$ cat config.mk
export PLATFORM = sky130hd
export DESIGN_NAME = csv_front
export DESIGN_NICKNAME = d
export VERILOG_FILES = /design/src/design/assert_macros.svh /design/src/design/csv_pkg.sv /design/src/design/csv_front.sv
export SDC_FILE = /design/constraint.sdc
export NUM_CORES = 1
export LEC_CHECK = 0
export ABC_CLOCK_PERIOD_IN_PS = 10100
export BUFFER_PORTS_ARGS = -buffer_cell sky130_fd_sc_hd__buf_2
export CAP_MARGIN = 20
export CORE_ASPECT_RATIO = 1.5
export CORE_UTILIZATION = 60
export CTS_CLUSTER_DIAMETER = 150
export DETAILED_ROUTE_END_ITERATION = 6
export HOLD_SLACK_MARGIN = 0.12
export PLACE_DENSITY = 0.81
export SYNTH_ARGS = -nofsm -noshare
export SYNTH_HDL_FRONTEND = slang
export SYNTH_SLANG_ARGS = --single-unit
$ cat constraint.sdc
create_clock -name clk -period 10.1 [get_ports clk]
set_input_delay 0 -clock clk [delete_from_list [all_inputs] [get_ports clk]]
set_output_delay 0 -clock clk [all_outputs]
set_load 0.005 [all_outputs]
$ cat src/design/assert_macros.svh
// Assertion helpers shared by the RTL of the crab steering block.
// Each macro takes a label, the clock, the synchronous reset and the
// expression to check.
`ifndef ASSERT_MACROS_SVH
`define ASSERT_MACROS_SVH
`ifndef SYNTHESIS
`define CSV_ASSERT(lbl, clk, rst, prop) \
  lbl: assert property (@(posedge clk) disable iff (rst) prop) \
    else $error("assertion failed");
`define CSV_NEVER(lbl, clk, rst, cond) \
  lbl: assert property (@(posedge clk) disable iff (rst) !(cond)) \
    else $error("forbidden condition seen");
`else
`define CSV_ASSERT(lbl, clk, rst, prop)
`define CSV_NEVER(lbl, clk, rst, cond)
`endif
`endif

$ cat src/design/csv_pkg.sv
package csv_pkg;

  // Field widths.
  localparam int VelW   = 16;
  localparam int AngW   = 16;
  localparam int DbW    = 15;

  // Default number of CORDIC rotations and the length of the arctangent table.
  localparam int CORDIC_STAGES_DEF = 16;
  localparam int AtanEntries       = 24;

  // Square root: a 32-bit radicand yields one result bit per digit step.
  localparam int SqrtDigits = 16;
  localparam int RadW       = 32;
  localparam int RemW       = 19;
  localparam int RootW      = 16;

  // CORDIC datapath: inputs are scaled by 2^8, the angle is Q2.29.
  localparam int Prescale = 8;
  localparam int CxW      = 27;
  localparam int ZW       = 32;
  localparam int SumW     = 34;

  localparam logic signed [SumW-1:0] PiQ29     = 34'sd1686629713;
  localparam logic signed [SumW-1:0] RoundHalf = 34'sd32768;
  localparam logic signed [AngW+1:0] AngLimit  = 18'sd25736;

  // Arctangent of 2^-i in Q2.29, rounded to nearest.
  localparam logic [ZW-1:0] ATAN_Q29 [AtanEntries] = '{
    32'd421657428, 32'd248918915, 32'd131521918, 32'd66762579,
    32'd33510843,  32'd16771758,  32'd8387925,   32'd4194219,
    32'd2097141,   32'd1048575,   32'd524288,    32'd262144,
    32'd131072,    32'd65536,     32'd32768,     32'd16384,
    32'd8192,      32'd4096,      32'd2048,      32'd1024,
    32'd512,       32'd256,       32'd128,       32'd64
  };

  typedef enum logic [1:0] {
    MODE_STOP     = 2'd0,
    MODE_CRAB     = 2'd1,
    MODE_STRAIGHT = 2'd2
  } mode_t;

  // Payload that travels down the row of cells.
  typedef struct packed {
    logic signed [CxW-1:0]  cx;
    logic signed [CxW-1:0]  cy;
    logic signed [ZW-1:0]   z;
    logic        [RadW-1:0] rad;
    logic        [RemW-1:0] rem;
    logic        [RootW-1:0] root;
    logic signed [VelW-1:0] x;
    logic        [VelW-1:0] ay;
    logic                   yneg;
    logic                   zero;
  } cell_t;

  // One finished result beat.
  typedef struct packed {
    mode_t                  mode;
    logic signed [AngW-1:0] angle;
    logic signed [VelW-1:0] speed;
  } res_t;

endpackage

$ cat src/design/csv_front.sv
module csv_front (
  input  logic                   clk,
  input  logic                   rst,
  input  logic                   en,
  input  logic                   in_valid,
  input  logic [2*csv_pkg::VelW-1:0] in_data,
  output logic                   out_valid,
  output csv_pkg::cell_t         out_cell
);

  logic                          v1;
  logic signed [csv_pkg::VelW-1:0] x1;
  logic signed [csv_pkg::VelW-1:0] y1;
  logic        [csv_pkg::VelW-1:0] ax1;
  logic        [csv_pkg::VelW-1:0] ay1;
  logic        [csv_pkg::RadW-2:0] ax2;
  logic        [csv_pkg::RadW-2:0] ay2;

  logic signed [csv_pkg::VelW-1:0] x_in;
  logic signed [csv_pkg::VelW-1:0] y_in;
  logic        [csv_pkg::VelW-1:0] ax_in;
  logic        [csv_pkg::VelW-1:0] ay_in;
  logic        [2*csv_pkg::VelW-1:0] ax_sq;
  logic        [2*csv_pkg::VelW-1:0] ay_sq;
  logic        [csv_pkg::RadW:0]   sq_sum;

  // Absolute values; the most negative input maps to 2^15, which fits unsigned.
  always_comb begin
    x_in  = in_data[csv_pkg::VelW-1:0];
    y_in  = in_data[2*csv_pkg::VelW-1:csv_pkg::VelW];
    ax_in = x_in[csv_pkg::VelW-1] ? (~x_in + 1'b1) : x_in;
    ay_in = y_in[csv_pkg::VelW-1] ? (~y_in + 1'b1) : y_in;
    ax_sq = ax_in * ax_in;
    ay_sq = ay_in * ay_in;
  end

  // First stage: squares of both components.
  always_ff @(posedge clk) begin
    if (rst) begin
      v1 <= 1'b0;
    end else if (en) begin
      v1 <= in_valid;
    end
  end

  always_ff @(posedge clk) begin
    if (en) begin
      x1  <= x_in;
      y1  <= y_in;
      ax1 <= ax_in;
      ay1 <= ay_in;
      ax2 <= ax_sq[csv_pkg::RadW-2:0];
      ay2 <= ay_sq[csv_pkg::RadW-2:0];
    end
  end

  assign sq_sum = {2'b00, ax2} + {2'b00, ay2};

  // Second stage: radicand and the prescaled CORDIC start vector.
  always_ff @(posedge clk) begin
    if (rst) begin
      out_valid <= 1'b0;
    end else if (en) begin
      out_valid <= v1;
    end
  end

  always_ff @(posedge clk) begin
    if (en) begin
      out_cell.cx   <= {3'b000, ax1, {csv_pkg::Prescale{1'b0}}};
      out_cell.cy   <= {{3{y1[csv_pkg::VelW-1]}}, y1, {csv_pkg::Prescale{1'b0}}};
      out_cell.z    <= '0;
      out_cell.rad  <= sq_sum[csv_pkg::RadW-1:0];
      out_cell.rem  <= '0;
      out_cell.root <= '0;
      out_cell.x    <= x1;
      out_cell.ay   <= ay1;
      out_cell.yneg <= y1[csv_pkg::VelW-1];
      out_cell.zero <= (x1 == '0) && (y1 == '0);
    end
  end

endmodule

### After elaboration in Yosys (flattened, before gate mapping)

Cells that the tools add are included.

* flip-flop bits (word level): 226
* word-level logic and storage cells: 27
* bits in writable memories: 0
* ROM bits: 0
* output and inout bits: 188
* memories kept: 0
* bits of input ports: 36
* latch bits: 0

* $add $sub $neg: 3
* multipliers: 2
* shift operators: 0
* equal/unequal tests: 0
* divide/modulo/power cells: 0
* magnitude comparators: 0
* multiplexer cells: 2
* reduce and logical (&&, ||, !) cells: 3
* bitwise operators: 2

Operator list (number)
* $mul A16 B16 Y31: 2
* $add A16 B1 Y16 const B: 2
* $add A31 B31 Y32: 1
* $logic_not A16 Y1: 2
* $mux W16: 2
* $not A16 Y16: 2
* $logic_and A1 B1 Y1: 1

### Depth between registers and ports, before layout

* word-level depth: 4
* mapped depth: 32
* depth with buffers taken out: 31

### Least setup slack after synthesis

No wires, ideal clock.

* path type: in2reg
* start point: input in_data[0] in the netlist's numbering
* end point: register ax2[29] in the netlist's numbering, data pin
* arrival time: 7.263 ns
* cell stages on the path: 28
* setup slack: 2.576 ns
* buffers on the path: 1
* data required time: 9.839 ns
* library setup time: 0.261 ns
* path through: clkinv_1 clkbuf_1 ha_1 nand3b_1 or2_2 o41ai_1 xnor2_1 clkinv_1 nor2_1 fa_1 inv_1 fa_1 inv_1 fa_1 fa_1 fa_1 inv_1 fa_1 inv_1 ha_1 a21o_1 a21o_1 a31o_2 o32a_1 a31oi_1 a31o_4 o31ai_4 a311o_1

* cells in the longest elaborated chain, start to end: 4

RTL lines
* from (decl): RTL line csv_front.sv:6 `input logic [2*csv_pkg::VelW-1:0] in_data,`
* $not A16 Y16: RTL line csv_front.sv:31 `ax_in = x_in[csv_pkg::VelW-1] ? (~x_in + 1'b1) : x_in;`
* $add A16 B1 Y16: RTL line csv_front.sv:31
* $mux W16: RTL line csv_front.sv:31
* via ax_in (one bit): RTL line csv_front.sv:21 `logic [csv_pkg::VelW-1:0] ax_in;`
* $mul A16 B16 Y31: RTL line csv_front.sv:33 `ax_sq = ax_in * ax_in;`
* via ax_sq (one bit): RTL line csv_front.sv:23 `logic [2*csv_pkg::VelW-1:0] ax_sq;`
* to (signal assigned): RTL line csv_front.sv:52 `ax2 <= ax_sq[csv_pkg::RadW-2:0];`
* to (decl): RTL line csv_front.sv:16 `logic [csv_pkg::RadW-2:0] ax2;`

The timed path passes the listed nets, and every way through them passes these cells.
A chain may end at the register's enable or synchronous reset.

### Final worst setup path

* start point: input in_data[16] in the netlist's numbering
* end point: register ay2[29] in the netlist's numbering, data pin

* cells in the longest elaborated chain, start to end: 4

RTL lines
* $not A16 Y16: RTL line csv_front.sv:32 `ay_in = y_in[csv_pkg::VelW-1] ? (~y_in + 1'b1) : y_in;`
* $add A16 B1 Y16: RTL line csv_front.sv:32
* $mux W16: RTL line csv_front.sv:32
* via ay_in (one bit): RTL line csv_front.sv:22 `logic [csv_pkg::VelW-1:0] ay_in;`
* $mul A16 B16 Y31: RTL line csv_front.sv:34 `ay_sq = ay_in * ay_in;`
* via ay_sq (one bit): RTL line csv_front.sv:24 `logic [2*csv_pkg::VelW-1:0] ay_sq;`
* to (signal assigned): RTL line csv_front.sv:53 `ay2 <= ay_sq[csv_pkg::RadW-2:0];`
* to (decl): RTL line csv_front.sv:17 `logic [csv_pkg::RadW-2:0] ay2;`

The timed path passes the listed nets, and every way through them passes these cells.

==> summary.txt <==
CTS resizes: 0
largest family of logic cells by synthesized area: adder cells
slew margin rel.: 0.347
H-tree Lvls: 1
adder-cell share of the synthesized area: 0.409
post-synthesis compound-gate area fraction: 0.0645
Max-Cap Viols: 0
most frequent CP cell: fa_1
count leader, synth: inv_1
slowest CP cell: xor2_1
mux cell area share after synthesis: 0.000883
worst skew pair latency: 0.55 ns
post-synthesis register bit count: 217
crit-path max cell delay: 0.77 ns
core area: 37,000 µm²
initial core utilization: 0.612
setup TNS: 0 ns
Worst-path clk slew: 0.06 ns
Yosys warning total: 0
Final ANT Viol Nets: 0
Root Driver: clkbuf_16
largest net degree at the start of global routing: 78
buffer and inverter count on the worst path: 7
number of port buffers: 137
vias per inst: 5.38
drt first pass iters: 5
crit path DAT: 9.24 ns
Die Y: 240 µm
WL/cell: 17.9 µm
Setup Crit Path Kind: in -> reg
share of layout cells above drive strength 1: 0.0943
Slew Limit Fails: 0
Clock Sinks: 217
delay-heaviest family, CP: adder cells
final setup vio count: 0
num rows: 86
max frequency: 0.112 GHz
Yosys top cell by area: fa_1
Post-DP HPWL: 41.0 mm
status: finished, final reports clean
synth top area cells: fa_1 29%, edfxtp_1 28%, ha_1 12%
CTS tree: built
Post-Synth XOR/XNOR Area: 0.0424
Critical Path Fanout Max: 16
syn_area_per_cell: 10.7 µm²
area of the die: 38,600 µm²
first-pass GRT wire length: 81.9 mm
crit path time final: 8.95 ns
Fin. Hold Viols: 0
total congestion overflow: 0
Worst Hold Class: in -> reg
Final GP Congestion: 0.954
Nets: 2,897
ant diodes: 0
post-synth top area share: 0.288
Setup crit end kind: register
Multi-input gate area: 14,000 µm²
Synth Cell Area: 22,700 µm²
Tot GR Track Use: 0.274
Post-synth EDFFs: 215
vias in the first global route: 16,700
sequential area share after synthesis: 0.287
Synth Area in Simple Gates: 0.0819
final period utilization: 0.886
CP Launch Type: input port
area occupied by registers: 6500 µm²
commonest cells in the netlist: 465 x inv_1, 326 x fa_1, 219 x ha_1, 215 x edfxtp_1, 176 x nand2_1
RSZ-0062 raised after global routing: false
Synth cell types: 68
drt drc: 0
CTS max path bufs: 3
die width: 161 µm
number of setup buffers added after CTS: 0
initial antenna violation count: 0
routed wire length: 50.4 mm
Mapped Cells: 2,114
via count: 15,200
cts hold-fix bufs: 35
main flop type after synthesis: edfxtp_1
CTS Buf Count: 24
filler instances: 2,795
Synth async-reset ratio: 0
P&R area growth vs syn: 9.76%
CP Data Required Time: 10.39 ns
Clock Skews: 0.0184 ns
initial DRC count: 715
I/O pin cnt: 224
Worst-Margin Slew: 0.972 ns
## state kept, by name (all words and copies together) (netlist names)
signal and count:
ax1 15, ax2 29, ay1 15, ay2 29, out_cell 95, out_valid 1, v1 1, x1 16
y1 16
## path summary, 6_finish.rpt
check              start             to  slack [ns]  cells after the start
min reg2reg      ax1[15]  out_cell[183]        0.42                      0
max          in_data[16]        ay2[29]        1.15                     30
min                  rst      out_valid        0.20                      3
max reg2reg       ax2[3]   out_cell[85]        6.98                     10
## metal layers
layer	vias to the layer above	track usage	part of all wire
met5	-	0	0
met4	0	0.160	0.063
met3	193	0.0305	0.041
met2	487	0.531	0.56
met1	7548	0.281	0.34
li1	6923	-	-
## stage by stage
step / instance area, µm² / worst slack [ns] / hold slack, ns / instances / utilization
final: 24900 / 1.15 / 0.202 / 2818 / 0.672
after floorplan: 23100 / 2.58 / 0.0724 / 2220 / -
after CTS: 24900 / 1.28 / 0.159 / 2818 / 0.672
after detailed placement: 23700 / 1.28 / 0.181 / 2739 / 0.640
after global placement: 23700 / 1.41 / 0.174 / 2739 / 0.640
after global routing: 24900 / 0.614 / 0.202 / 2818 / 0.672
## layout by cell type (no fill, tap or decap), types with 4 or more instances in the layout
master / synthesis / routed
a211o_1: 7 / 7
a211oi_1: 10 / 10
a21o_1: 29 / 29
a21oi_1: 60 / 60
a31oi_1: 6 / 6
and2_1: 8 / 8
buf_2: 3 / 136
buf_4: 92 / 18
clkbuf_16: 0 / 25
clkinv_1: 12 / 12
clkinv_2: 0 / 5
conb_1: 2 / 108
dlygate4sd3_1: 0 / 35
edfxtp_1: 215 / 215
fa_1: 326 / 326
ha_1: 219 / 219
inv_1: 465 / 465
nand2_1: 176 / 176
nand2b_1: 12 / 12
nand3_1: 17 / 17
nand4_1: 5 / 5
nor2_1: 148 / 148
nor2b_1: 6 / 6
nor3_1: 22 / 22
nor4_1: 12 / 12
o211ai_1: 4 / 4
o21a_1: 14 / 14
o21ai_0: 34 / 34
o21bai_1: 9 / 9
o31ai_1: 5 / 5
or2_2: 5 / 5
or3_1: 6 / 6
xnor2_1: 69 / 69
xor2_1: 39 / 39
## final cells by class
class                   count  area share
repair buffers            190      0.0475
multi-input cells        1404       0.562
inverters                 479      0.0723
flip-flops and latches    217       0.261
well taps                 484      0.0243
clock inverters            15     0.00714
clock buffers              29      0.0261
## kinds of logic (layout without fill, tap and decap cells)
logic type               Yosys count  in the layout
AO/OA/AOI/OAI                    211            211
XOR/XNOR                         109            109
adder cells (fa/ha/maj)          545            545
buffers and inverters            599            713
flip-flops                       217            217
multiplexers                       2              2
other                              2            108
AND/OR/NAND/NOR                  429            429
## worst min-delay path: cells and delay by family
kind	cells	cell delay (ns)
and+or+nand+nor	1	0.05
buffers and inverters	2	0.64
Power is left out: the tool's default activity adds up to more than one toggle a clock period on the data nets, which glitch-free logic cannot reach.
