## config.mk

```make
export PLATFORM = sky130hd
export DESIGN_NAME = csv_cell
export DESIGN_NICKNAME = d
export VERILOG_FILES = /design/src/design/assert_macros.svh /design/src/design/csv_pkg.sv /design/src/design/csv_cell.sv
export SDC_FILE = /design/constraint.sdc
export NUM_CORES = 1
export LEC_CHECK = 0
export BUFFER_PORTS_ARGS = -buffer_cell sky130_fd_sc_hd__buf_2
export CORE_MARGIN = 2
export CORE_UTILIZATION = 30
export CTS_CLUSTER_DIAMETER = 30
export DETAILED_ROUTE_END_ITERATION = 8
export MAX_ROUTING_LAYER = met4
export SETUP_SLACK_MARGIN = 0.1
export SLEW_MARGIN = 30
export SYNTH_ARGS = -nofsm -noshare
export SYNTH_HDL_FRONTEND = slang
export SYNTH_SLANG_ARGS = --single-unit
```

## constraint.sdc

```tcl
create_clock -name clk -period 3.7 [get_ports clk]
set_clock_uncertainty 0.05 [all_clocks]
set_input_delay 0.37 -clock clk [delete_from_list [all_inputs] [get_ports clk]]
set_output_delay 0.37 -clock clk [all_outputs]
set_load 0.01 [all_outputs]
```

## src/design/assert_macros.svh

```systemverilog
// Assertion helpers shared by the RTL of the crab steering block.
// Each macro takes a label, the clock, the synchronous reset and the
// expression to check.
`ifndef ASSERT_MACROS_SVH
`define ASSERT_MACROS_SVH
`ifndef SYNTHESIS
`define CSV_ASSERT(lbl, clk, rst, prop) \
  lbl: assert property (@(posedge clk) disable iff (rst) prop) \
    else $error("assertion failed");
`define CSV_NEVER(lbl, clk, rst, cond) \
  lbl: assert property (@(posedge clk) disable iff (rst) !(cond)) \
    else $error("forbidden condition seen");
`else
`define CSV_ASSERT(lbl, clk, rst, prop)
`define CSV_NEVER(lbl, clk, rst, cond)
`endif
`endif

```

## src/design/csv_pkg.sv

```systemverilog
package csv_pkg;

  // Field widths.
  localparam int VelW   = 16;
  localparam int AngW   = 16;
  localparam int DbW    = 15;

  // Default number of CORDIC rotations and the length of the arctangent table.
  localparam int CORDIC_STAGES_DEF = 16;
  localparam int AtanEntries       = 24;

  // Square root: a 32-bit radicand yields one result bit per digit step.
  localparam int SqrtDigits = 16;
  localparam int RadW       = 32;
  localparam int RemW       = 19;
  localparam int RootW      = 16;

  // CORDIC datapath: inputs are scaled by 2^8, the angle is Q2.29.
  localparam int Prescale = 8;
  localparam int CxW      = 27;
  localparam int ZW       = 32;
  localparam int SumW     = 34;

  localparam logic signed [SumW-1:0] PiQ29     = 34'sd1686629713;
  localparam logic signed [SumW-1:0] RoundHalf = 34'sd32768;
  localparam logic signed [AngW+1:0] AngLimit  = 18'sd25736;

  // Arctangent of 2^-i in Q2.29, rounded to nearest.
  localparam logic [ZW-1:0] ATAN_Q29 [AtanEntries] = '{
    32'd421657428, 32'd248918915, 32'd131521918, 32'd66762579,
    32'd33510843,  32'd16771758,  32'd8387925,   32'd4194219,
    32'd2097141,   32'd1048575,   32'd524288,    32'd262144,
    32'd131072,    32'd65536,     32'd32768,     32'd16384,
    32'd8192,      32'd4096,      32'd2048,      32'd1024,
    32'd512,       32'd256,       32'd128,       32'd64
  };

  typedef enum logic [1:0] {
    MODE_STOP     = 2'd0,
    MODE_CRAB     = 2'd1,
    MODE_STRAIGHT = 2'd2
  } mode_t;

  // Payload that travels down the row of cells.
  typedef struct packed {
    logic signed [CxW-1:0]  cx;
    logic signed [CxW-1:0]  cy;
    logic signed [ZW-1:0]   z;
    logic        [RadW-1:0] rad;
    logic        [RemW-1:0] rem;
    logic        [RootW-1:0] root;
    logic signed [VelW-1:0] x;
    logic        [VelW-1:0] ay;
    logic                   yneg;
    logic                   zero;
  } cell_t;

  // One finished result beat.
  typedef struct packed {
    mode_t                  mode;
    logic signed [AngW-1:0] angle;
    logic signed [VelW-1:0] speed;
  } res_t;

endpackage

```

## src/design/csv_cell.sv

```systemverilog
module csv_cell #(
  parameter int STEP          = 0,
  parameter int CORDIC_STAGES = csv_pkg::CORDIC_STAGES_DEF
) (
  input  logic           clk,
  input  logic           rst,
  input  logic           en,
  input  logic           in_valid,
  input  csv_pkg::cell_t in_cell,
  output logic           out_valid,
  output csv_pkg::cell_t out_cell
);

  localparam bit DoCordic = (STEP < CORDIC_STAGES);
  localparam bit DoSqrt   = (STEP < csv_pkg::SqrtDigits);

  logic signed [csv_pkg::CxW-1:0]  dx;
  logic signed [csv_pkg::CxW-1:0]  dy;
  logic signed [csv_pkg::ZW-1:0]   atan_step;
  logic        [csv_pkg::RemW-1:0] rem_sh;
  logic        [csv_pkg::RemW-1:0] trial;
  logic                            take;
  csv_pkg::cell_t                  cell_next;

  always_comb begin
    dx        = in_cell.cy >>> STEP;
    dy        = in_cell.cx >>> STEP;
    atan_step = $signed(csv_pkg::ATAN_Q29[STEP]);
    // One square root digit: bring down two radicand bits, try 4*root+1.
    rem_sh    = {in_cell.rem[csv_pkg::RemW-3:0],
                 in_cell.rad[csv_pkg::RadW-1:csv_pkg::RadW-2]};
    trial     = {1'b0, in_cell.root, 2'b01};
    take      = (rem_sh >= trial);

    cell_next = in_cell;
    // One CORDIC vectoring rotation, driving cy toward zero.
    if (DoCordic) begin
      if (!in_cell.cy[csv_pkg::CxW-1]) begin
        cell_next.cx = in_cell.cx + dx;
        cell_next.cy = in_cell.cy - dy;
        cell_next.z  = in_cell.z + atan_step;
      end else begin
        cell_next.cx = in_cell.cx - dx;
        cell_next.cy = in_cell.cy + dy;
        cell_next.z  = in_cell.z - atan_step;
      end
    end
    if (DoSqrt) begin
      cell_next.rad  = {in_cell.rad[csv_pkg::RadW-3:0], 2'b00};
      cell_next.rem  = take ? (rem_sh - trial) : rem_sh;
      cell_next.root = {in_cell.root[csv_pkg::RootW-2:0], take};
    end
  end

  // Hand the updated beat to the next cell.
  always_ff @(posedge clk) begin
    if (rst) begin
      out_valid <= 1'b0;
    end else if (en) begin
      out_valid <= in_valid;
    end
  end

  always_ff @(posedge clk) begin
    if (en) begin
      out_cell <= cell_next;
    end
  end

endmodule

```

---- Word level (Yosys, flattened, before mapping) ----
Index checks and enable logic that the tools add are counted.
operators by class
  muxes and demuxes ....................... 2
  $add $sub $neg .......................... 6
  $lt $le $gt $ge ......................... 1
operator list
  cell                                                  count
  two-way mux 86 bit                                    1
  subtractor 27 bit                                     2
  adder 32 x 30 -> 32 bit (second input constant)       1
  subtractor 32 x 30 -> 32 bit (second input constant)  1
  adder 27 bit                                          1
  greater-or-equal comparator 19 x 18 -> 1 bit          1
  two-way mux 19 bit                                    1
  subtractor 19 x 18 -> 19 bit                          1
word-level totals
  output and inout port bits .............. 188
  bits of input ports ..................... 191
  word-level logic and storage cells ...... 20
  flip-flop bits (word level) ............. 186

---- Longest topological paths before layout ----
Gate-level depths: netlist of the first run.
  word-level depth ........................ 2
  mapped depth ............................ 13
  gate-level depth less buffers ........... 11

---- Least setup slack after synthesis of the first run ----
No wires, ideal clock.
  kind .................................... input -> register
  start ................................... input in_cell[159] (netlist bit)
  end ..................................... register out_cell[132] (netlist bit) (data pin)
  data arrival time ....................... 3.241 ns
  stages .................................. 12
  path slack .............................. 0.140 ns
  library setup time ...................... 0.269 ns
  path buffers ............................ 2
  cells stage by stage .................... clkbuf_1 > clkinv_1 > clkbuf_1 > ha_1 > and3_1 > a31oi_1 > o211ai_1 > a311o_1 > a21oi_1 > nor3_1 > a2111oi_0 > nor3_1
RTL lines
  what                    RTL line        text
  start: declaration      csv_cell.sv:9   input csv_pkg::cell_t in_cell,
  end signal: assignment  csv_cell.sv:66  out_cell <= cell_next;
  end: declaration        csv_cell.sv:11  output csv_pkg::cell_t out_cell

==> metrics.md, run 1 <==
| Metric | Value |
|---|---|
| Asr flop ratio synth | `0%` |
| Mapped Cells | `1268` |
| Worst slew pin tran | `0.633 ns` |
| Worst min path class | `primary input to flop` |
| TritonCTS Buffers | `17` |
| Final WL | `40.6 mm` |
| Count of cell types in the netlist | `81` |
| Depth of the most critical reg-to-reg path | `2` |
| Power Dens Cells | `404 nW/um2` |
| CORE AREA | `42000 um2` |
| Status | `complete, no violations` |
| Final Cycle Share | `83.1%` |
| Share of layout cells above drive strength 1 | `28.1%` |
| Clk_lat worst skew | `0.45 ns` |
| Synth warn | `0` |
| Antenna-violating nets left | `0` |
| Rows | `75` |
| Final Max Tran Viols | `0` |
| Routed vias/inst | `5.10` |
| Maxcap violations | `0` |
| Register bit total from synthesis | `185` |
| Cts repair resizes | `0` |
| WP data arrival | `3.23 ns` |
| Largest net degree at the start of global routing | `109` |
| CTS H-Tree Depth | `4` |
| Filler Cell Count | `4241` |
| Sequential area share after synthesis | `43.2%` |
| Reg clk slew, reported paths | `0.08 ns` |
| Largest area contributor in the netlist | `edfxtp_1` |
| NumNets Final | `1977` |
| Die ar. | `44400 um2` |
| Cell area after synthesis | `12800 um2` |
| Total grt overflow | `0` |
| Synthesis-to-finish area growth | `25.1%` |
| Syn_area_per_cell | `10.1 um2` |
| CTS sink count | `185` |
| Global-route wire length before repair | `60.9 mm` |
| Clock Path Buffers | `2` |
| Top cells by count, synth | `184 x edfxtp_1, 134 x a21oi_1, 133 x ha_1` |
| Fmax | `325 MHz` |
| Vias | `11226` |
| Number of synthesized flops with an enable pin | `184` |
| Top cell type's share of synthesized area | `43.1%` |
| Initial Util | `30.5%` |
| Vias in the first global route | `11013` |
| Crit path launch type | `primary input` |
| Synth top area cells | `edfxtp_1 43%, ha_1 13%, a21oi_1 5.2%, xnor2_1 4.5%, inv_1 3.3%` |
| Slew HR | `56.7%` |
| Peak supply drop | `0.239 mV` |
| Worst hold path depth | `1` |
| Initial antenna violation count | `2` |
| Final worst path period need | `3.08 ns` |
| Drt drc | `0` |
| Clock root buffer | `clkbuf_16` |
| Worst-path fanout max | `33` |
| Fin Setup TNS | `0 ns` |
| Placer Congestion | `0.937` |
| Die width | `211 um` |
| Height of the die | `211 um` |
| Port-buffer cells | `374` |
| Storage cell area | `5550 um2` |
| CTS tree | `done` |
| Count of final hold-check violations | `0` |
| Total Routing Usage GR | `18.3%` |
| Multi-input gate area | `6620 um2` |
| Final Non-Filler Cells | `2203` |
| Required time worst endpoint | `3.85 ns` |
| Setup violators final | `0` |
| I/O pin cnt | `379` |
| Starting DRT DRC Count | `858` |
| Synth Flop Type | `edfxtp_1` |
| DP HPWL | `32.8 mm` |
| Pleak | `7.17 nW` |
| Cell count after placement | `2162` |
| Most frequent cell after synthesis | `edfxtp_1` |
| Routed WL per cell | `18.4 um` |
| Crit end category | `flop` |
| RSZ-0062 raised after global routing | `false` |
| Critical path class | `primary input to flop` |
| TritonRoute pass-1 iters | `6` |
-- metal layers --
| layer | wire [um] | vias up | share of wire (%) | global-route usage (%) |
|---|---|---|---|---|
| met1 | 17000 | 5330 | 42 | 21.6 |
| met5 | 0 | - | 0 | - |
| met4 | 1270 | 0 | 3.1 | 8.16 |
| li1 | - | 5401 | - | - |
| met2 | 19800 | 430 | 49 | 30.7 |
| met3 | 2560 | 65 | 6.3 | 3.23 |
-- what timing repair did --
item	in CTS	in global routing
buffers inserted	0	0
hold endpoints to repair	7	0
hold buffers	7	0
-- cells by family (layout without fill, tap and decap cells) --
kind of cell             after synthesis  after routing  synth area share (%)
buffers and inverters                168            561                  5.21
XOR/XNOR                              88             88                  6.01
flip-flops                           185            185                  43.2
adder cells (fa/ha/maj)              137            137                  13.6
AO/OA/AOI/OAI                        386            386                  19.4
AND/OR/NAND/NOR                      285            285                  11.1
other                                  1              4                0.0292
multiplexers                          18             18                  1.44
-- where the power goes --
| part | switching (W) | leakage, nW | total, W | internal [W] |
|---|---|---|---|---|
| sequential | 0.0000712 | 1.81 | 0.00272 | 0.00264 |
| combinational | 0.00118 | 5.09 | 0.00196 | 0.000787 |
| clock | 0.000921 | 0.272 | 0.00181 | 0.000886 |
-- per-stage QoR --
| step | total power, W | utilization [%] | hold WS (ns) | cell area [um2] | worst slack [ns] |
|---|---|---|---|---|---|
| 3_3_place_gp | 0.00470 | 36.6 | 0.428 | 15400 | 0.133 |
| 3_5_place_dp | 0.00472 | 36.6 | 0.446 | 15400 | 0.142 |
| 2_1_floorplan | 0.00391 | - | 0.392 | 12800 | 0.140 |
| 6_report | 0.00649 | 38.2 | 0.0370 | 16000 | 0.624 |
| 4_1_cts | 0.00656 | 38.2 | 0.000764 | 16000 | 0.634 |
| 5_1_grt | 0.00682 | 38.2 | 0.00992 | 16000 | 0.448 |
-- registers in the layout (all words and copies together) (netlist names) --
| signal | count |
|---|---|
| out_cell | 184 |
| out_valid | 1 |
-- area by class of cell --
cell class / instances / share of cell area [%]
inverter: 116 / 2.71
multi-input combinational: 916 / 41.2
clock inverter: 15 / 0.866
antenna: 2 / 0.0312
timing repair buffer: 413 / 13.7
clock buffer: 17 / 2.65
tap: 539 / 4.20
sequential: 185 / 34.6
-- worst max-delay path, stage by stage --
cell	delay, ns
buf_2	0.14
buf_4	0.40
ha_1	0.37
a21oi_1	0.23
o22a_1	0.20
o211ai_1	0.16
a311o_1	0.43
a21oi_1	0.28
nor3_1	0.16
a2111oi_0	0.38
nor3_1	0.10
-- final timing paths --
| check | slack, ns | start | end |
|---|---|---|---|
| min reg2reg | 0.46 | out_valid | out_valid |
| min | 0.04 | in_cell[102] | out_cell[102] |
| max | 0.62 | in_cell[159] | out_cell[132] |
| max reg2reg | 3.07 | out_valid | out_valid |
-- cell usage in the layout (no fill, tap or decap), drive strengths merged, types with 6 or more instances in the layout --
| cell type | netlist | final |
|---|---|---|
| xnor2 | 66 | 66 |
| buf | 26 | 405 |
| o21ai | 68 | 68 |
| or3 | 11 | 11 |
| mux2i | 14 | 14 |
| o211ai | 11 | 11 |
| o21bai | 19 | 19 |
| a21o | 38 | 38 |
| nor2 | 78 | 78 |
| a211oi | 13 | 13 |
| clkbuf | 26 | 18 |
| nand2 | 66 | 66 |
| nor2b | 15 | 15 |
| or2 | 10 | 10 |
| a21oi | 136 | 136 |
| and3 | 10 | 10 |
| clkinv | 2 | 9 |
| nor4 | 7 | 7 |
| o21a | 7 | 7 |
| nand2b | 14 | 14 |
| nand3 | 15 | 15 |
| a311o | 8 | 8 |
| a211o | 6 | 6 |
| xor2 | 22 | 22 |
| inv | 114 | 120 |
| o31a | 7 | 7 |
| o31ai | 15 | 15 |
| edfxtp | 184 | 184 |
| nor3 | 27 | 27 |
| dlygate4sd3 | 0 | 7 |
| a31oi | 17 | 17 |
| nand4 | 13 | 13 |
| and2 | 7 | 7 |
| ha | 133 | 133 |
Note: power is estimated with default switching activity, not from simulation.
==> inputs of run 2 (changes only) <==
Clock period 3.7 ns to 2.6 ns, I/O delays scaled along.
==> run 2 against run 1 <==
  * Setup slack got worse by 0.53 ns
  * Combinational power increased by 82%
  * First-iteration DRC count decreased by 32%
  * Critical path depth unchanged
  * Sequential share of layout area decreased by 6.1 points
  * Clock power increased by 45%
  * Cell count increased by 16%
  * Highest routed layer unchanged
==> metrics.md, run 2 (synthesis results as in run 1) <==
| Metric | Value |
|---|---|
| CTS tree | `done` |
| Clock Path Buffers | `2 (unchanged)` |
| Final worst path period need | `2.51 ns` |
| Rows | `75 (unchanged)` |
| Share of layout cells above drive strength 1 | `40.6% (+12 points)` |
| Crit end category | `flop` |
| Final WL | `44.3 mm (+9.2%)` |
| Finished Cell Area | `19500 um2 (+22%)` |
| Reg clk slew, reported paths | `0.07 ns (about the same)` |
| Worst min path class | `primary input to flop` |
| Biggest regs | `out_cell (184), out_valid (1)` |
| Hold Startpoint | `in_cell[34]` |
| RR Startpoint | `out_valid` |
| Drt drc | `0 (unchanged)` |
| Total grt overflow | `0 (unchanged)` |
| Worst setup margin | `0.0899 ns (-0.534 ns)` |
| Max reg flops | `184 (unchanged)` |
| Power Dens Cells | `515 nW/um2 (+28%)` |
| Slowest cell delay on critical path | `0.57 ns (+0.14 ns)` |
| Count of final hold-check violations | `0 (unchanged)` |
| Worst path buffer plus inverter count | `2 (unchanged)` |
| Synthesis-to-finish area growth | `52.0%` |
| Fin Setup TNS | `0 ns (unchanged)` |
| Worst hold path depth | `2 (+1)` |
| Final Cycle Share | `96.5%` |
| TritonCTS Buffers | `17 (unchanged)` |
| Largest net degree at the start of global routing | `76 (-30%)` |
| CORE AREA | `42000 um2 (unchanged)` |
| Pre-CTS setup slack | `-0.460 ns (-0.602 ns)` |
| Critical path class | `primary input to flop` |
| Vias | `12434 (+11%)` |
| Slowest cell on crit path | `or4_4` |
| Met1 GRT Util | `23.1% (+1.5 points)` |
| TritonRoute pass-1 iters | `5 (-1)` |
| Most common cell after layout, fill and taps aside | `buf_2` |
| Initial Util | `30.5% (unchanged)` |
| DP HPWL | `35.1 mm (+7.1%)` |
| Die ar. | `44400 um2 (unchanged)` |
| Total Routing Usage GR | `20.0% (+1.6 points)` |
| Routing usage on met2 | `34.9% (+4.2 points)` |
| CTS H-Tree Depth | `4 (unchanged)` |
| Required time worst endpoint | `2.76 ns (-1.09 ns)` |
| Initial antenna violation count | `2 (unchanged)` |
| Worst-path fanout max | `4 (-88%)` |
| Worst path cell trace | `buf_8 > ha_4 > or4_4 > nor4_4 > or3_4 > o221ai_4 > a21oi_4 > buf_6 > a311o_1 > o221a_1 > xnor2_1` |
| NumNets Final | `2331 (+18%)` |
| Worst reg2reg endpoint | `out_valid` |
| Routed WL per cell | `17.3 um (-5.9%)` |
| Starting DRT DRC Count | `584 (-32%)` |
| Top Usage Layer GRT | `met2` |
| Depth of the most critical reg-to-reg path | `3 (+1)` |
| CP delay by family, top | `simple AND/OR/NAND/NOR gates` |
| Tot Pwr | `0.0100 W (+55%)` |
| Met3 Use GR | `3.15% (-0.074 points)` |
| Setup violators final | `0 (unchanged)` |
| Post-Place Cell Area | `17700 um2 (+15%)` |
| WP data arrival | `2.67 ns (-0.56 ns)` |
| Routed vias/inst | `4.86 (-4.6%)` |
| Die width | `211 um (unchanged)` |
| Commonest non-fill, non-tap cells in the layout | `368 x buf_2, 306 x buf_4, 184 x edfxtp_1, 121 x a21oi_1, 115 x ha_1` |
| Status | `complete, no violations` |
| Top reg by flops | `out_cell` |
| Pleak | `8.93 nW (+24%)` |
| Crit path launch type | `primary input` |
| RSZ-0062 raised after global routing | `true` |
| Peak supply drop | `0.306 mV (+28%)` |
| Global-route wire length before repair | `67.1 mm (+10%)` |
| Vias in the first global route | `12478 (+13%)` |
| CTS sink count | `185 (unchanged)` |
| Clock root buffer | `clkbuf_16` |
| Port-buffer cells | `374 (unchanged)` |
| Fmax | `398 MHz` |
| Worst slew pin tran | `0.611 ns (-0.0222 ns)` |
| Worst R2R Setup Slack | `1.40 ns (-1.67 ns)` |
| Slew HR | `59.3% (+2.6 points)` |
| Clk_lat worst skew | `0.46 ns (about the same)` |
| Height of the die | `211 um (unchanged)` |
| I/O pin cnt | `379 (unchanged)` |
| Antenna-violating nets left | `0 (unchanged)` |
| Final Max Tran Viols | `0 (unchanged)` |
| Placer Congestion | `0.922 (-1.6%)` |
| WHS Endpoint | `out_cell[35]` |
| Maxcap violations | `0 (unchanged)` |
==> run 2: cell types whose count changed in the layout (fill, tap and decap cells not counted), sizes merged <==
cell and change:
inv +3, buf +279, clkinv -4, dlygate4sd3 +75, clkinvlp +1
==> run 2: power breakdown <==
part	internal [W]	switching [W]
clock	0.00128	0.00134
combinational	0.00169	0.00187
sequential	0.00376	0.000104
total	0.00673	0.00332
==> run 2: final cells by class <==
cell class	instances	area, um2
tap	539	674
inverter	116	450
clock buffer	17	425
fill	3974	22500
multi-input combinational	916	7130
antenna	2	5.00
clock inverter	15	154
timing repair buffer	767	5120
sequential	185	5550
==> run 2: per-stage QoR <==
step / instances / hold slack [ns] / util [%]
2_1_floorplan: 1269 / 0.282 / -
3_3_place_gp: 2434 / 0.371 / 42.1
3_5_place_dp: 2434 / 0.374 / 42.1
4_1_cts: 2549 / 0.0175 / 45.5
5_1_grt: 2557 / 0.0287 / 46.4
6_report: 2557 / 0.0412 / 46.4
==> run 2: layer usage <==
| layer | share of wire [%] | routed length (um) | up-vias |
|---|---|---|---|
| li1 | - | - | 6106 |
| met3 | 5.3 | 2370 | 56 |
| met2 | 50 | 22100 | 369 |
| met1 | 42 | 18700 | 5903 |
| met5 | 0 | 0 | - |
| met4 | 2.5 | 1100 | 0 |
==> run 2: what timing repair did <==
item	CTS	global route
endpoints found under the hold margin	81	0
pin swaps	1	29
gates resized for setup	4	65
hold buffers	82	0
setup endpoints to repair	5	28
setup buffers	1	6
==> run 2: worst max path at each step <==
stage                                to  cells past startpoint          from
after floorplan           out_cell[132]                     12  in_cell[159]
after global placement    out_cell[183]                     12  in_cell[135]
after detailed placement  out_cell[183]                     12  in_cell[135]
after CTS                 out_cell[159]                     12  in_cell[141]
after global routing      out_cell[159]                     11  in_cell[168]
final                     out_cell[159]                     11  in_cell[168]
