## config.mk

```make
export PLATFORM = sky130hd
export DESIGN_NAME = csv_back
export DESIGN_NICKNAME = d
export VERILOG_FILES = /design/src/design/csv_pkg.sv /design/src/design/csv_back.sv
export VERILOG_INCLUDE_DIRS = /design/src /design/src/design
export SDC_FILE = /design/constraint.sdc
export NUM_CORES = 1
export LEC_CHECK = 0
export ABC_AREA = 1
export BUFFER_PORTS_ARGS = -buffer_cell sky130_fd_sc_hd__buf_2
export CAP_MARGIN = 20
export CORE_ASPECT_RATIO = 1.5
export CORE_MARGIN = 3
export CORE_UTILIZATION = 51
export DETAILED_ROUTE_END_ITERATION = 7
export PLACE_DENSITY_LB_ADDON = 0.12
export SYNTH_ARGS = -nofsm -noshare
export SYNTH_HDL_FRONTEND = slang
export SYNTH_SLANG_ARGS = --single-unit
```

## constraint.sdc

```tcl
create_clock -name clk -period 3 [get_ports clk]
set_input_delay 0.15 -clock clk [delete_from_list [all_inputs] [get_ports clk]]
set_output_delay 0.15 -clock clk [all_outputs]
set_load 0.01 [all_outputs]
```

## src/design/assert_macros.svh

```systemverilog
// Assertion helpers shared by the RTL of the crab steering block.
// Each macro takes a label, the clock, the synchronous reset and the
// expression to check.
`ifndef ASSERT_MACROS_SVH
`define ASSERT_MACROS_SVH
`ifndef SYNTHESIS
`define CSV_ASSERT(lbl, clk, rst, prop) \
  lbl: assert property (@(posedge clk) disable iff (rst) prop) \
    else $error("assertion failed");
`define CSV_NEVER(lbl, clk, rst, cond) \
  lbl: assert property (@(posedge clk) disable iff (rst) !(cond)) \
    else $error("forbidden condition seen");
`else
`define CSV_ASSERT(lbl, clk, rst, prop)
`define CSV_NEVER(lbl, clk, rst, cond)
`endif
`endif

```

## src/design/csv_pkg.sv

```systemverilog
package csv_pkg;

  // Field widths.
  localparam int VelW   = 16;
  localparam int AngW   = 16;
  localparam int DbW    = 15;

  // Default number of CORDIC rotations and the length of the arctangent table.
  localparam int CORDIC_STAGES_DEF = 16;
  localparam int AtanEntries       = 24;

  // Square root: a 32-bit radicand yields one result bit per digit step.
  localparam int SqrtDigits = 16;
  localparam int RadW       = 32;
  localparam int RemW       = 19;
  localparam int RootW      = 16;

  // CORDIC datapath: inputs are scaled by 2^8, the angle is Q2.29.
  localparam int Prescale = 8;
  localparam int CxW      = 27;
  localparam int ZW       = 32;
  localparam int SumW     = 34;

  localparam logic signed [SumW-1:0] PiQ29     = 34'sd1686629713;
  localparam logic signed [SumW-1:0] RoundHalf = 34'sd32768;
  localparam logic signed [AngW+1:0] AngLimit  = 18'sd25736;

  // Arctangent of 2^-i in Q2.29, rounded to nearest.
  localparam logic [ZW-1:0] ATAN_Q29 [AtanEntries] = '{
    32'd421657428, 32'd248918915, 32'd131521918, 32'd66762579,
    32'd33510843,  32'd16771758,  32'd8387925,   32'd4194219,
    32'd2097141,   32'd1048575,   32'd524288,    32'd262144,
    32'd131072,    32'd65536,     32'd32768,     32'd16384,
    32'd8192,      32'd4096,      32'd2048,      32'd1024,
    32'd512,       32'd256,       32'd128,       32'd64
  };

  typedef enum logic [1:0] {
    MODE_STOP     = 2'd0,
    MODE_CRAB     = 2'd1,
    MODE_STRAIGHT = 2'd2
  } mode_t;

  // Payload that travels down the row of cells.
  typedef struct packed {
    logic signed [CxW-1:0]  cx;
    logic signed [CxW-1:0]  cy;
    logic signed [ZW-1:0]   z;
    logic        [RadW-1:0] rad;
    logic        [RemW-1:0] rem;
    logic        [RootW-1:0] root;
    logic signed [VelW-1:0] x;
    logic        [VelW-1:0] ay;
    logic                   yneg;
    logic                   zero;
  } cell_t;

  // One finished result beat.
  typedef struct packed {
    mode_t                  mode;
    logic signed [AngW-1:0] angle;
    logic signed [VelW-1:0] speed;
  } res_t;

endpackage

```

## src/design/csv_back.sv

```systemverilog
`include "assert_macros.svh"

module csv_back (
  input  logic                      clk,
  input  logic                      rst,
  input  logic                      in_valid,
  input  csv_pkg::cell_t            in_cell,
  input  logic [csv_pkg::DbW-1:0]   deadband,
  output logic                      en,
  output logic                      out_valid,
  input  logic                      out_ready,
  output csv_pkg::res_t             out_res
);

  logic                              spare_valid;
  csv_pkg::res_t                     spare;
  csv_pkg::res_t                     res_next;
  logic signed [csv_pkg::ZW-1:0]     phi;
  logic signed [csv_pkg::SumW-1:0]   fold;
  logic signed [csv_pkg::SumW-1:0]   sum;
  logic signed [csv_pkg::AngW+1:0]   ang_full;
  logic signed [csv_pkg::AngW-1:0]   ang_clamp;
  logic        [csv_pkg::DbW-1:0]    mag;
  logic signed [csv_pkg::VelW-1:0]   mag_s;
  logic                              xneg;
  logic                              take;
  logic                              in_beat;

  // Fold the angle by pi for negative x, round to Q3.13 and clamp.
  always_comb begin
    xneg = in_cell.x[csv_pkg::VelW-1];
    phi  = in_cell.zero ? '0 : in_cell.z;
    if (xneg && !in_cell.yneg) begin
      fold = csv_pkg::RoundHalf - csv_pkg::PiQ29;
    end else if (xneg) begin
      fold = csv_pkg::RoundHalf + csv_pkg::PiQ29;
    end else begin
      fold = csv_pkg::RoundHalf;
    end
    sum      = csv_pkg::SumW'(phi) + fold;
    ang_full = sum[csv_pkg::SumW-1:16];
    if (ang_full > csv_pkg::AngLimit) begin
      ang_clamp = csv_pkg::AngW'(csv_pkg::AngLimit);
    end else if (ang_full < -csv_pkg::AngLimit) begin
      ang_clamp = csv_pkg::AngW'(-csv_pkg::AngLimit);
    end else begin
      ang_clamp = ang_full[csv_pkg::AngW-1:0];
    end
  end

  // Saturated magnitude and the choice between stop, crab and straight drive.
  always_comb begin
    mag   = in_cell.root[csv_pkg::RootW-1] ? '1 : in_cell.root[csv_pkg::DbW-1:0];
    mag_s = {1'b0, mag};
    res_next.angle = ang_clamp;
    if (mag < deadband) begin
      res_next.speed = '0;
      res_next.mode  = csv_pkg::MODE_STOP;
    end else if (in_cell.ay >= {1'b0, deadband}) begin
      res_next.speed = xneg ? -mag_s : mag_s;
      res_next.mode  = csv_pkg::MODE_CRAB;
    end else begin
      res_next.speed = in_cell.x;
      res_next.angle = '0;
      res_next.mode  = csv_pkg::MODE_STRAIGHT;
    end
  end

  // The row of cells moves whenever the spare register is free.
  assign en      = !spare_valid;
  assign take    = out_valid && out_ready;
  assign in_beat = in_valid && en;

  // Output register with one spare entry behind it.
  always_ff @(posedge clk) begin
    if (rst) begin
      out_valid   <= 1'b0;
      spare_valid <= 1'b0;
    end else if (spare_valid) begin
      if (take) begin
        spare_valid <= 1'b0;
      end
    end else if (in_beat) begin
      if (out_valid && !take) begin
        spare_valid <= 1'b1;
      end else begin
        out_valid <= 1'b1;
      end
    end else if (take) begin
      out_valid <= 1'b0;
    end
  end

  always_ff @(posedge clk) begin
    if (spare_valid) begin
      if (take) begin
        out_res <= spare;
      end
    end else if (in_beat) begin
      if (out_valid && !take) begin
        spare <= res_next;
      end else begin
        out_res <= res_next;
      end
    end
  end

  `CSV_ASSERT(a_spare_behind_out, clk, rst, spare_valid |-> out_valid)
  `CSV_ASSERT(a_spare_moves_up, clk, rst, (spare_valid && take) |=> out_valid)
  `CSV_ASSERT(a_stall_fills_spare, clk, rst,
              (in_beat && out_valid && !out_ready) |=> spare_valid)
  `CSV_NEVER(a_angle_in_range, clk, rst,
             out_valid && ((out_res.angle > 16'sd25736) || (out_res.angle < -16'sd25736)))
  `CSV_NEVER(a_straight_no_angle, clk, rst,
             out_valid && (out_res.mode == csv_pkg::MODE_STRAIGHT) && (out_res.angle != '0))

endmodule

```

# --- After elaboration in Yosys (flattened, before gate mapping) ---
# Cells that the tools add are included.
# W data, S select, Z words.
totals:
  regBits: 70
  inputBits: 206
  word_cells: 54
op_classes:
  add_sub_neg: 2
  order_cmp: 4
  eq_ne: 3
  n_mux: 24
  bitwise_logic: 1
  n_reduce_logical: 12
op_table:
  columns: ["cell", "count"]
  rows:
  - ["$mux W34", 5]
  - ["$mux W16", 7]
  - ["$add A32 B34 Y34", 1]
  - ["$mux W32", 1]
  - ["$mux W31", 1]
  - ["$gt A18 B16 Y1 const B", 1]
  - ["$lt A18 B16 Y1 const B", 1]
  - ["$ge A16 B15 Y1", 1]
  - ["$neg A15 Y16", 1]
  - ["$lt A15 B15 Y1", 1]
  - ["$mux W15", 1]
  - ["$reduce_and A3 Y1", 3]
  - ["$mux W1", 7]
  - ["$logic_and A1 B1 Y1", 4]
  - ["$mux W2", 2]
  - ["$ne A2 B2 Y1 const B", 2]
  - ["$reduce_bool A2 Y1", 2]
  - ["$logic_not A1 Y1", 3]
  - ["$ne A2 B1 Y1 const B", 1]
  - ["$not A1 Y1", 1]

# --- Logic depth before layout (Yosys ltp) ---
# Gate-level depths: netlist of run 1.
logic_depth:
  depth_word: 12
  mapped_depth: 27

# --- Worst setup path before layout of run 1 ---
# OpenSTA, ideal clock, no wires.
synth_path:
  kind: "input -> register"
  startpoint: "in in_cell[0] in the netlist's numbering"
  endpoint: "reg out_res[22] in the netlist's numbering, data pin"
  setup_ns: 0.255
  t_arrival_ns: 2.478
  t_required_ns: 2.745
  path_slack_ns: 0.267
  stages: 22
  path_buffers: 3
  cell_sequence: "buf_4 -> buf_2 -> nor2_1 -> ha_1 -> inv_1 -> nor2_1 -> inv_1 -> nor2_1 -> a21oi_1 -> nor3_1 -> nor2_1 -> nand3_1 -> nand2_2 -> nor2_2 -> nand2_1 -> nor2_1 -> nand2_1 -> nand3_4 -> buf_6 -> nand2_1 -> nand4_1 -> nand2_1"
synth_between:
  elab_chain_len: 10
  word_cells_on_any_way: 11
synth_rtl:
  columns: ["element", "line_no", "source"]
  rows:
  - ["start, declared", "csv_back.sv:7", "input csv_pkg::cell_t in_cell,"]
  - ["$mux W32 (*)", "csv_back.sv:32", "phi = in_cell.zero ? '0 : in_cell.z;"]
  - ["$add A32 B34 Y34 (*)", "csv_back.sv:40", "sum = csv_pkg::SumW'(phi) + fold;"]
  - ["$lt A18 B16 Y1", "csv_back.sv:44", "end else if (ang_full < -csv_pkg::AngLimit) begin"]
  - ["$mux W16", "csv_back.sv:44", null]
  - ["$mux W16 (*)", "csv_back.sv:42", "if (ang_full > csv_pkg::AngLimit) begin"]
  - ["$mux W16", "csv_back.sv:59", "end else if (in_cell.ay >= {1'b0, deadband}) begin"]
  - ["$mux W16 (*)", "csv_back.sv:56", "if (mag < deadband) begin"]
  - ["$mux W34 (*)", "csv_back.sv:100", "if (out_valid && !take) begin"]
  - ["$mux W34 (*)", "csv_back.sv:99", "end else if (in_beat) begin"]
  - ["$mux W34 (*)", "csv_back.sv:95", "if (spare_valid) begin"]
  - ["end signal, assigned", "csv_back.sv:97", "out_res <= spare;"]
  - ["end signal, assigned", "csv_back.sv:103", "out_res <= res_next;"]
  - ["end, declared", "csv_back.sv:12", "output csv_pkg::res_t out_res"]
# Mark *: on every way between the ends. The rest lies on a longest branch, timed or not. The select of a mux whose other input is x is not followed.
# A chain may end at the register's enable or synchronous reset.

# --- Final worst setup path of run 1 ---
layout_path:
  startpoint: "in in_cell[0] in the netlist's numbering"
  endpoint: "reg out_res[23] in the netlist's numbering, data pin"
# The elaborated chain is that of the path after synthesis.

==> run metrics, run 1 <==
fin nets=1507; core area=12700 um2; Post-Syn Nets=1315; # DRC=0; run status=complete, no violations; Std-Cell Rows=50; synth cell count leaders=nand2_1, nor2_1, inv_1; CP required=3.07 ns; area share of the largest cell type after synthesis=30.4%; Crit-path slowest cell=ha_1; vias=7289; Highest Signal Layer=met5; CTS clock-pin slew for the worst setup and hold paths=0.05 ns; power per standard cell area=387 nW/um2; initial antenna violation count=1; R2R Path End=out_res[5]$_DFFE_PP_; Max transition margin=61.2%; cell with the most instances after synthesis=nand2_1; Cell Chain, Critical Path=clkbuf_4, nor2_1, ha_1, inv_1, nor2_1, inv_1, nor2_1, inv_1, nor2_1, nand3_1, nand2_1, nand2_1, nand2_1, nand2_1, nor2_1, o21ai_1, nand2_1, nand2_1, nand2_4, nand2_1, nand2_1, nand2_1; CTS tree=done; crit path max fanout=24; NetSw=1020 uW; gpl congestion=0.935; VDD IR-drop max=0.000283 V; metal3 WL=1210 um; Max Slew Vio Count=0; met1 WL=6980 um; CTS max path bufs=2; setup violators final=0; Final Cycle Share=91.2%; dominant synthesized flop cell=edfxtp_1; P_int=2210 uW; drt total wl=19000 um; Reg2Reg Setup Slack=1.29 ns; Area Overhead vs Synth=23.9%; Cells after Synth=1072; sequential power share=37.2%; clk_skew=0.00529 ns; Sw Share=31.6%; launch point of the worst reg-to-reg path=spare_valid$_SDFF_PP0_; library cells used by synthesis=43; Final Hold Fails=0; H-Tree Depth=3; Worst Tran Pin Value=0.575 ns; Antenna diodes=0; critical path startpoint category=input pin; CP most frequent cell=nand2_1; sequential area share after synthesis=31.0%; die height=147 um; clk sinks=70; max-cap violation count=0; largest net degree at the start of global routing=39; Setup Fix Bufs, Post-CTS=0; Hold Path Sink=spare_valid$_SDFF_PP0_; cell accounting for the most synthesized area=edfxtp_1; Crit. Startpoint=in_cell[0]; Tot GR Track Use=26.0%; Hold Path Class=in -> reg; WL/cell=13.4 um; DIE WIDTH=99.8 um; Post-synth EDFFs=68; dpl hpwl=15500 um; Mapped Area=6720 um2; vias in the first global route=6934; setup_tns=0 ns; #FFs+latches synth=70; WP data arrival=2.81 ns; type of the worst setup path=in -> reg; Synth Warn #=0; Crit. End Element=register; Leak Pwr=0.00447 uW; buffers plus inverters on the worst setup path=4; Congestion Overflow GR=0; router iterations before antenna repair=5; I/O pin cnt=242; largest cells by area after synthesis=edfxtp_1, nand2_1, nor2_1; root buf cell=clkbuf_16; met2 routed WL=10100 um; fin crit period=2.74 ns; Comb pwr share=30.5%; post-layout util=65.6%; DIE AREA=14600 um2; Post-synth ARST share=0%; # port buffers=136; Max Fclk=365 MHz; Avg Synthesized Cell Area=6.27 um2; total CTS buffers=9; Hold Crit Depth=4; ANT nets after route=0; starting density of the core=52.9%; crit-path max cell delay=0.32 ns; DRT iter0 DRCs=336; first-pass GRT wire length=30800 um; Worst Hold Launch=out_ready; Clock power frac=32.2%; vias per cell=5.12; Top delay family on crit path=simple AND/OR/NAND/NOR gates; ratio of cells with drive above 1 in the final layout=21.7%; Clock Latency Late Sink=0.33 ns; R2R cell count=7
==> registers in the layout, indices dropped and copies added (netlist names) <==
| name | cells |
|---|---|
| out_valid | 1 |
| out_res | 34 |
| spare_valid | 1 |
| spare | 34 |
==> worst max path at each step <==
stage / depth (start not counted) / to / slack, ns
2_1_floorplan: 22 / out_res[22]$_DFFE_PP_ / 0.27
3_3_place_gp: 22 / out_res[26]$_DFFE_PP_ / -0.06
3_5_place_dp: 21 / out_res[23]$_DFFE_PP_ / -0.07
4_1_cts: 23 / out_res[23]$_DFFE_PP_ / 0.22
5_1_grt: 23 / out_res[23]$_DFFE_PP_ / -0.01
6_report: 22 / out_res[23]$_DFFE_PP_ / 0.26
==> power by group through the flow <==
stage / Combinational (uW) / Sequential, uW / Clock [uW]
after floorplan: 583 / 1250 / 0
final: 985 / 1200 / 1040
after global placement: 946 / 1220 / 0
after global routing: 1110 / 1210 / 1090
after CTS: 977 / 1200 / 1050
after detailed placement: 966 / 1220 / 0
==> worst reg2reg max path, stage by stage, from the launching register on <==
cell     delay [ns]
dfxtp_1        0.29
buf_4          0.25
inv_1          0.12
nand2_1        0.06
inv_1          0.07
a21oi_1        0.06
nor2_2         0.10
buf_4          0.40
==> per-layer routing <==
metal / global-route usage (%) / up-vias
li1: - / 3780
met1: 27.5 / 3187
met2: 50.0 / 263
met3: 2.63 / 57
met4: 12.1 / 2
met5: 0 / -
==> placed cells by master (no fill, tap or decap), types with 9 or more instances in the layout <==
master | Yosys | layout
a21oi_1 | 52 | 50
buf_2 | 2 | 135
buf_4 | 3 | 65
clkbuf_16 | 0 | 9
edfxtp_1 | 68 | 68
ha_1 | 37 | 37
inv_1 | 130 | 130
inv_2 | 17 | 17
nand2_1 | 420 | 419
nand2_2 | 12 | 13
nand3_1 | 51 | 51
nand4_1 | 18 | 18
nor2_1 | 138 | 134
nor2_2 | 7 | 11
nor3_1 | 10 | 10
o21ai_0 | 34 | 34
xor2_1 | 13 | 13
==> cells by family (layout without fill, tap and decap cells) <==
| group | count (synthesis) | in the layout | share of synthesized area (%) |
|---|---|---|---|
| fa+ha+maj | 37 | 37 | 6.88 |
| xor+xnor | 13 | 13 | 1.69 |
| flops | 70 | 70 | 31.0 |
| buf+inv | 173 | 369 | 10.7 |
| compound gates | 104 | 104 | 8.22 |
| simple gates | 675 | 676 | 41.6 |
==> area by class of cell <==
class	instances	area [um2]
clock inverter	7	73.8
sequential	70	2080
clock buffer	9	225
tap	156	195
fill	1249	4370
inverter	148	561
multi-input combinational	830	3950
timing repair buffer	205	1240
==> stage by stage <==
step	hold slack [ns]	cell area (um2)	cells	power (uW)	worst slack, ns
after floorplan	0.219	6720	1072	1840	0.267
after global placement	0.332	7990	1407	2160	-0.0572
after detailed placement	0.338	7990	1407	2190	-0.0736
after CTS	0.119	8300	1424	3230	0.219
after global routing	0.144	8330	1425	3410	-0.0102
final	0.121	8330	1425	3230	0.263
==> timing repair <==
item	CTS	global route
hold buffers	1	0
setup endpoints to repair	0	12
gates resized for setup	0	8
endpoints found under the hold margin	1	0
(Power assumes the default switching activity.)
==> run 2, diff against run 1 <==
CORE_UTILIZATION = 30   (was 51)
==> run metrics, run 2 (same netlist as run 1, synthesis figures left out) <==
router iterations before antenna repair=4; DIE WIDTH=128 um; type of the worst setup path=in -> reg; WL/cell=14.0 um; vias=7241; Area Overhead vs Synth=30.9%; die height=189 um; Comb pwr share=33.3%; vias in the first global route=7244; Cell Area, Placed=8390 um2; H-Tree Depth=3; Final Hold Fails=0; design area=8800 um2; max-cap violation count=0; ANT nets after route=0; Worst Tran Pin Value=0.493 ns; Congestion Overflow GR=0; Max Fclk=369 MHz; Non-Filler Instances=1582; core area=21900 um2; CTS clock-pin slew for the worst setup and hold paths=0.06 ns; Leak Pwr=0.00465 uW; VDD IR-drop max=0.000281 V; Hold Crit Depth=4; Sw Share=32.2%; R2R cell count=7; critical path startpoint category=input pin; run status=complete, no violations; setup_tns=0 ns; CP required=3.07 ns; drt total wl=22200 um; DIE AREA=24300 um2; DRT iter0 DRCs=303; Clock Latency Late Sink=0.32 ns; Tot GR Track Use=18.4%; post-layout util=40.2%; Top Registers=out_res x34, spare x34; Clock power frac=28.9%; Power Total=3170 uW; total CTS buffers=9; largest net degree at the start of global routing=39; sequential power share=37.8%; placed cells=1558; setup violators final=0; Max transition margin=66.7%; vias per cell=4.58; root buf cell=clkbuf_16; WP data arrival=2.78 ns; # DRC=0; Crit. End Element=register; I/O pin cnt=242; # port buffers=136; most common cell after layout, fill and taps aside=nand2_1; starting density of the core=30.7%; Std-Cell Rows=66; fin crit period=2.71 ns; dpl hpwl=19000 um; initial antenna violation count=3; power per standard cell area=360 nW/um2; setup repair after global routing missed its margin=false; first-pass GRT wire length=35500 um; clk sinks=70; most frequent cells in the layout=nand2_1, buf_2, inv_1; clk_skew=0.00596 ns; Max Slew Vio Count=0; ratio of cells with drive above 1 in the final layout=25.5%; NetSw=1020 uW; crit path max fanout=9; CTS max path bufs=2; CTS tree=done; Hold Path Class=in -> reg; gpl congestion=0.903; fin nets=1546; Final Cycle Share=90.3%; P_int=2150 uW
## run 2: cell types whose count changed in the layout (fill, tap and decap cells not counted), moves of 3 or more
cell,delta
nor2_1,-10
buf_4,+38
nand2_2,+6
nand2_1,-6
nor2_2,+8
diode_2,+3
## run 2: worst paths after layout
| check | slack, ns | start | end |
|---|---|---|---|
| setup / recovery | 0.29 | in_cell[33] | out_res[16]$_DFFE_PP_ |
| hold / removal | 0.10 | out_ready | spare_valid$_SDFF_PP0_ |
| setup reg to reg | 1.33 | spare_valid$_SDFF_PP0_ | out_res[6]$_DFFE_PP_ |
| hold reg to reg | 0.51 | spare[3]$_DFFE_PP_ | out_res[3]$_DFFE_PP_ |
## run 2: per-stage QoR
stage / setup WS [ns] / hold slack, ns
after floorplan: 0.267 / 0.219
after global placement: -0.213 / 0.332
after detailed placement: -0.224 / 0.326
after CTS: 0.113 / 0.0972
after global routing: 0.00264 / 0.131
final: 0.291 / 0.105
## run 2: cell type report
| type | count | area, um2 |
|---|---|---|
| antenna | 3 | 7.51 |
| clock buffer | 10 | 229 |
| clock inverter | 5 | 27.5 |
| fill | 2421 | 13100 |
| inverter | 148 | 558 |
| multi-input combinational | 832 | 4050 |
| sequential | 70 | 2080 |
| tap | 272 | 340 |
| timing repair buffer | 242 | 1510 |
## run 2: repair_timing
item	CTS	global route
endpoints found under the setup margin	0	30
buffers inserted	0	2
hold buffers	1	0
hold endpoints to repair	1	0
resized for setup	0	34
## run 2: power by group through the flow
| stage | sequential [uW] | combinational [uW] | clock (uW) |
|---|---|---|---|
| after detailed placement | 1220 | 1030 | 0 |
| after floorplan | 1250 | 583 | 0 |
| after global placement | 1220 | 1020 | 0 |
| final | 1200 | 1050 | 917 |
| after CTS | 1200 | 1030 | 940 |
| after global routing | 1200 | 1210 | 991 |
## run 2: per-layer routing
layer	global-route usage [%]	vias up	wire length, um
li1	-	3873	-
met1	20.1	3201	8800
met2	35.9	129	12100
met3	1.07	38	513
met4	7.35	0	769
met5	0	-	0
## run 2: worst max-delay path, cell delays in order
cell     delay, ns
buf_2         0.11
buf_4         0.15
inv_2         0.05
nor2_4        0.17
buf_4         0.17
nand2_1       0.07
nand2_1       0.19
buf_4         0.16
nor2_1        0.05
o21ai_0       0.18
nand2_1       0.07
nor2_1        0.17
nand2_1       0.07
nand2_1       0.06
nand2_1       0.11
nand2_1       0.08
inv_1         0.04
nand2_1       0.06
nor2_2        0.05
nand2_2       0.12
nand3_4       0.14
buf_4         0.17
nand4_1       0.08
nand2_1       0.09
